--- src/design/primitive_to_conservative_defines.svh ---
// Assertion macros shared by the conversion block.
`ifndef PRIMITIVE_TO_CONSERVATIVE_DEFINES_SVH
`define PRIMITIVE_TO_CONSERVATIVE_DEFINES_SVH

// Checks in the same cycle that pre implies post.
`define P2C_ASSERT_NOW(lbl, pre, post, msg) \
  lbl: assert property (@(posedge clk) disable iff (!rst_n) (pre) |-> (post)) \
    else $error(msg);

// Checks that pre in one cycle implies post in the next cycle.
`define P2C_ASSERT_NEXT(lbl, pre, post, msg) \
  lbl: assert property (@(posedge clk) disable iff (!rst_n) (pre) |=> (post)) \
    else $error(msg);

`endif

--- src/design/p2c_pkg.sv ---
// Shared types and constants of the primitive to conservative converter.
package p2c_pkg;

  localparam int GRID_X = 512;
  localparam int GRID_Y = 256;

  // Rows of the two source circle centers.
  localparam int ROW_C1 = GRID_Y / 4;
  localparam int ROW_C2 = 3 * GRID_Y / 4;

  localparam int COL_W  = 9;
  localparam int ROW_W  = 8;
  localparam int CFG_IDX_W = 3;
  localparam int CFG_DATA_W = 48;

  typedef enum logic [CFG_IDX_W-1:0] {
    CFG_ENABLE    = 3'd0,
    CFG_COLUMN    = 3'd1,
    CFG_RADIUS_SQ = 3'd2,
    CFG_DENSITY   = 3'd3,
    CFG_ENERGY    = 3'd4
  } cfg_idx_t;

  typedef struct packed {
    logic               enable;
    logic [COL_W-1:0]   column;
    logic [15:0]        radius_sq;
    logic [30:0]        density;
    logic signed [47:0] energy;
  } p2c_cfg_t;

endpackage

--- src/design/p2c_region.sv ---
// Source test: if enabled, on or left of source column or inside either circle.
module p2c_region (
  input  logic [p2c_pkg::COL_W-1:0] column,
  input  logic [p2c_pkg::ROW_W-1:0] row,
  input  p2c_pkg::p2c_cfg_t         cfg,
  output logic                      src
);

  localparam int CW   = $clog2(p2c_pkg::ROW_C2 + 1);
  localparam int DY_W = (CW > p2c_pkg::ROW_W) ? CW : p2c_pkg::ROW_W;
  localparam int DX_W = p2c_pkg::COL_W;
  localparam int SQ_W = ((2 * DX_W > 2 * DY_W) ? 2 * DX_W : 2 * DY_W) + 1;

  localparam logic [DY_W-1:0] C1 = DY_W'(p2c_pkg::ROW_C1);
  localparam logic [DY_W-1:0] C2 = DY_W'(p2c_pkg::ROW_C2);

  logic              left;
  logic [DX_W-1:0]   dx;
  logic [DY_W-1:0]   row_e;
  logic [DY_W-1:0]   dy1;
  logic [DY_W-1:0]   dy2;
  logic [SQ_W-1:0]   dxsq;
  logic [SQ_W-1:0]   d1;
  logic [SQ_W-1:0]   d2;
  logic [SQ_W-1:0]   rsq;

  always_comb begin
    left  = (column <= cfg.column);
    dx    = left ? (cfg.column - column) : (column - cfg.column);
    row_e = DY_W'(row);
    dy1   = (row_e >= C1) ? (row_e - C1) : (C1 - row_e);
    dy2   = (row_e >= C2) ? (row_e - C2) : (C2 - row_e);
    dxsq  = SQ_W'(dx) * SQ_W'(dx);
    d1    = dxsq + SQ_W'(dy1) * SQ_W'(dy1);
    d2    = dxsq + SQ_W'(dy2) * SQ_W'(dy2);
    rsq   = SQ_W'(cfg.radius_sq);
    src   = cfg.enable & (left | (d1 <= rsq) | (d2 <= rsq));
  end

endmodule

--- config.mk ---
export PLATFORM = sky130hd
export DESIGN_NAME = p2c_region
export DESIGN_NICKNAME = d
export VERILOG_FILES = /design/src/design/primitive_to_conservative_defines.svh /design/src/design/p2c_pkg.sv /design/src/design/p2c_region.sv
export SDC_FILE = /design/constraint.sdc
export NUM_CORES = 1
export LEC_CHECK = 0
export ABC_AREA = 1
export BUFFER_PORTS_ARGS = -buffer_cell sky130_fd_sc_hd__buf_2
export CAP_MARGIN = 20
export CORE_MARGIN = 2
export CORE_UTILIZATION = 40
export DETAILED_ROUTE_END_ITERATION = 10
export PLACE_DENSITY = 0.63
export SLEW_MARGIN = 30
export SYNTH_ARGS = -nofsm -noshare
export SYNTH_HDL_FRONTEND = slang
export SYNTH_SLANG_ARGS = --single-unit
--- constraint.sdc ---
create_clock -name vclk -period 9.7
set_input_delay 0.485 -clock vclk [all_inputs]
set_output_delay 0.485 -clock vclk [all_outputs]
set_load 0.02 [all_outputs]
==> results of run 1 <==
-- worst max-delay path: cells and delay by family --
family	cells	cell delay (ns)
fa+ha+maj	12	4.56
simple gates	22	1.77
buf+inv	15	1.16
compound gates	4	0.52
xor+xnor	2	0.34
-- synth_stat cells, drive strengths merged --
library cell / n
a21oi: 54
mux2i: 1
o21bai: 4
a211oi: 1
ha: 160
nor4b: 1
a21o: 3
a21boi: 1
o21ai: 26
or2: 3
fa: 112
buf: 2
xnor2: 19
nand3b: 1
nand4: 10
clkinv: 4
clkbuf: 4
xor2: 41
nor3: 11
inv: 371
nor2: 135
a31oi: 2
nor4: 1
o211ai: 1
nand2: 260
nand3: 49
and3: 2
o21a: 1
-- worst min-delay path by stage --
| stage | to | slack, ns | cells after the start |
|---|---|---|---|
| 6_report | src | 1.25 | 4 |
| 5_1_grt | src | 1.27 | 4 |
| 4_1_cts | src | 1.28 | 4 |
| 3_5_place_dp | src | 1.28 | 4 |
| 3_3_place_gp | src | 1.27 | 4 |
| 2_1_floorplan | src | 1.10 | 2 |
-- metrics by stage --
stage | area (sq um) | hold slack (ns) | setup TNS (ns) | worst slack, ns | utilization [%]
after detailed placement | 10200 | 1.28 | -0.173 | -0.173 | 46.9
after global placement | 10200 | 1.27 | -0.169 | -0.169 | 46.9
after CTS | 10300 | 1.28 | 0 | 0.00338 | 47.3
after global routing | 11300 | 1.27 | -0.0772 | -0.0772 | 51.8
after floorplan | 8850 | 1.10 | 0 | 0.444 | -
final | 11300 | 1.25 | 0 | 0.337 | 51.8
-- layer usage --
| layer | vias to the layer above | share of wire, % |
|---|---|---|
| li1 | 4145 | - |
| met1 | 3761 | 44 |
| met2 | 102 | 52 |
| met3 | 25 | 2.1 |
| met4 | 2 | 1.6 |
| met5 | - | 0.055 |
-- kinds of logic (layout without fill, tap and decap cells) --
group,after synthesis,count (layout)
AND/OR/NAND/NOR,473,474
buffers and inverters,381,546
adder cells (fa/ha/maj),272,272
AO/OA/AOI/OAI,93,93
XOR/XNOR,60,60
multiplexers,1,1
-- cell type report --
| type | instances | area, sq um |
|---|---|---|
| fillers | 2132 | 10500 |
| multi-input cells | 900 | 8280 |
| inverters | 375 | 1430 |
| repair buffers | 171 | 1210 |
| well taps | 280 | 350 |
-- repair_timing --
| action | in CTS | in global routing |
|---|---|---|
| hold buffers | 0 | 0 |
| hold endpoints to repair | 0 | 0 |
| pin swaps | 4 | 120 |
| resized for setup | 17 | 191 |
| setup endpoints to repair | 1 | 1 |
| buffers inserted | 0 | 19 |
| cloned | 0 | 1 |
==> metrics, run 1 <==
dpl cells=1706; register area=0 sq um; Post-Syn Instances=1280; Seq/Total Area, Yosys=0%; Post-Syn Nets=1674; number of max-cap violations=0; CORE AREA=0.0218 sq mm; Critical-path top delay cell=fa_2; Data required, critical path=9.22 ns; largest net degree at the start of global routing=15; Syn Std Cell Area=0.00885 sq mm; outcome=completed; Die Wd=153 microns; Starting Density=40.7%; Finished Layout Cells=1726; number of iterations in the first detailed-routing pass=4; # setup viols final=0; port bufs=44; main combinational cell family by area after synthesis=adder cells; met2 Track Usage GR=33.1%; Antenna diodes=0; Worst-Margin Slew=0.704 ns; WL per Instance=12.5 microns; mux cell area share after synthesis=0.113%; fin crit period=9.36 ns; WL final=21600 microns; max incr delay on CP=0.60 ns; Crit path arrival time=8.88 ns; I/O Pins=123; CLK BUF=0; largest area contributor in the netlist=fa_1; post-synth top area share=25.3%; FMAX=107 MHz; most frequent CP cell=nand2_1; Post-route DRC=0; initial antenna violation count=1; adder-cell share of the synthesized area=47.9%; critical path type=input port to output port; global-route met3 utilization=0.910%; most common cell after layout, fill and taps aside=inv_1; FP Rows=54; Seq cells=0; first-pass GRT wire length=33600 microns; Via density=4.66; Final nets=1842; largest cells by area after synthesis=fa_1 (25%), ha_1 (23%), inv_1 (15%), nand2_1 (9.9%), nor2_1 (5.2%); Die Height=153 microns; HPWL after detailed placement=18500 microns; met1 Track Usage GR=21.2%; number of library cell types mapped by synthesis=44; most used cells in the layout excluding fill and tap cells=inv_1 (339), nand2_1 (201), ha_1 (123), buf_4 (118), fa_1 (106); min-delay src=cfg[104]; Antenna Violating Nets Remaining=0; Setup crit start=column[7]; simple-gate area share of the yosys netlist=23.8%; Post-Synth XOR/XNOR Area=5.94%; synth warn=0; DRT iter0 DRCs=239; Pins Over Slew Limit=0; Compound-Gate Fraction of Synth Area=5.77%; Crit Path Max Fanout=6; syn_area_per_cell=6.92 sq um; die area=0.0233 sq mm; Final Wtd Congestion=0.853; Hold Crit Class=input port to output port; Area Overhead vs Synth=27.3%; grt total ovfl=0; final hold vios=0; Vias=8035; CP endpoint=src; share of cells above drive strength 1=26.8%; vias in the first global route=7627; CP Capture Type=output port; startpoint types=input port; GRT Util Overall=17.0%; Top Usage Layer GRT=met2; max_slew headroom=53.0%; Final Cycle Share=96.5%
Power of run 1 is not shown: default switching activity piles up to over one toggle a cycle in this logic, so the estimate is an artifact.
==> inputs of run 2 (changes only) <==
--- a/config.mk
+++ b/config.mk
@@ -5,13 +5,13 @@
 export SDC_FILE = /design/constraint.sdc
 export NUM_CORES = 1
 export LEC_CHECK = 0
-export ABC_AREA = 1
 export BUFFER_PORTS_ARGS = -buffer_cell sky130_fd_sc_hd__buf_2
 export CAP_MARGIN = 20
 export CORE_MARGIN = 2
 export CORE_UTILIZATION = 40
 export DETAILED_ROUTE_END_ITERATION = 10
-export PLACE_DENSITY = 0.63
+export PLACE_DENSITY = 0.64
+export SETUP_SLACK_MARGIN = 0.02
 export SLEW_MARGIN = 30
 export SYNTH_ARGS = -nofsm -noshare
 export SYNTH_HDL_FRONTEND = slang
==> run 2 against run 1 <==
The flow now finishes with violations (negative setup slack); largest cell class unchanged; synthesized area decreased by 8.3%; critical endpoint unchanged; first-iteration DRC count rose by 26%; cell count shrank 16%.
==> metrics, run 2 <==
outcome=finished with violations; failing checks=negative setup slack; vias in the first global route=6967; synth warn=0; most used cells in the layout excluding fill and tap cells=inv_1 (258), buf_4 (149), ha_1 (147), fa_1 (110), nor2_1 (85); Post-Syn Instances=1005; syn_area_per_cell=8.08 sq um; Multi-input gate area=0.00749 sq mm; Crit path arrival time=10.21 ns; Via density=4.76; Pins Over Slew Limit=0; Die Height=146 microns; Post-Syn Nets=1399; die area=0.0215 sq mm; Critical-path top delay cell=nor4_1; Final Wtd Congestion=0.882; largest area contributor in the netlist=fa_1; Final nets=1583; Area Overhead vs Synth=25.1%; Data required, critical path=9.22 ns; max_slew headroom=35.2%; # setup viols final=1; FP Rows=52; Commonest cells post-synth=inv_1 (265), ha_1 (160), fa_1 (112); initial antenna violation count=0; number of library cell types mapped by synthesis=65; Post-route DRC=0; Hold Crit Class=input port to output port; most frequent cell after synthesis=inv_1; CORE AREA=0.0201 sq mm; most frequent CP cell=buf_4; largest cells by area after synthesis=fa_1 (28%), ha_1 (25%), inv_1 (12%), xnor2_1 (4.6%), nor2_1 (4.3%); Highest Signal Layer=met4; I/O Pins=123; FMAX=93.5 MHz; register area=0 sq um; HPWL after detailed placement=16500 microns; fin crit period=10.69 ns; Hold Path Stages=3; DRT iter0 DRCs=302; number of hold buffers added after cts=0; grt total ovfl=0; Final Cell Area=0.0102 sq mm; DP Area=0.00988 sq mm; largest net degree at the start of global routing=15; number of iterations in the first detailed-routing pass=4; Antenna Violating Nets Remaining=0; setup TNS=-0.992 ns; GRT Util Overall=17.7%; unrepaired setup endpoints after global routing=yes; port bufs=44; wl on met1=8960 microns; final hold vios=0; CP Capture Type=output port; Crit Path Max Fanout=5; critical path type=input port to output port; first-pass GRT wire length=32000 microns; Seq/Total Area, Yosys=0%; Starting Density=40.4%; met3 WL=282 microns; metal2 WL=8830 microns; WL final=18400 microns; final hold slack=1.29 ns; share of cells above drive strength 1=24.0%; Worst-Margin Slew=0.945 ns; CLK BUF=0; Seq cells=0; most common cell after layout, fill and taps aside=inv_1; FILL cells=1929; post-layout worst setup margin=-0.992 ns; post-synth top area share=27.6%; startpoint types=input port; Syn Std Cell Area=0.00812 sq mm; WL per Instance=12.6 microns; Antenna diodes=0; Vias=6936; max incr delay on CP=0.56 ns; number of max-cap violations=0; Die Wd=146 microns; dpl cells=1447; Finished Layout Cells=1457; Final Cycle Share=110%
## run 2: changes by cell type in the layout (fill, tap and decap cells not counted), sizes merged, moves of 20 or more
cell and change:
nand2 -203, inv -105, a21o +20, nand3 -39, nor2 -41, xnor2 +26, buf +21
## run 2: per-stage QoR
| stage | worst slack, ns | util, % |
|---|---|---|
| after floorplan | -0.287 | - |
| after global placement | -1.12 | 49.1 |
| after detailed placement | -1.23 | 49.1 |
| after CTS | -0.833 | 50.4 |
| after global routing | -1.43 | 50.5 |
| final | -0.992 | 50.5 |
## run 2: layout make-up
| cell class | count | area share (%) |
|---|---|---|
| inverters | 266 | 9.85 |
| multi-input cells | 729 | 73.7 |
| well taps | 270 | 3.32 |
| repair buffers | 192 | 13.1 |
## run 2: what timing repair did
action | 4_1_cts | 5_1_grt
setup buffers | 7 | 3
endpoints found under the setup margin | 1 | 1
resized for setup | 42 | 1
pin swaps | 61 | 3
## run 2: routing by layer
| metal | vias to the layer above | track usage [%] |
|---|---|---|
| met5 | - | 0 |
| met2 | 67 | 31.0 |
| li1 | 3533 | - |
| met4 | 0 | 2.43 |
| met1 | 3322 | 25.0 |
| met3 | 14 | 0.594 |
## run 2: cell families after synthesis
family | share of synthesized area (%)
fa+ha+maj | 52.3
buf+inv | 12.8
mux | 1.42
xor+xnor | 7.72
simple gates | 14.6
compound gates | 11.2
## run 2: path summary, 6_finish.rpt
| path | from | to | slack, ns |
|---|---|---|---|
| worst max-delay path | column[1] | src | -0.99 |
| worst min-delay path | cfg[104] | src | 1.29 |
## run 2: worst max-delay path: cells and delay by family
| kind | cells | cell delay, ns |
|---|---|---|
| xor+xnor | 2 | 0.21 |
| fa+ha+maj | 11 | 3.92 |
| buf+inv | 11 | 1.10 |
| compound gates | 13 | 2.35 |
| simple gates | 8 | 2.15 |
Power of run 2 is left out for the same reason.
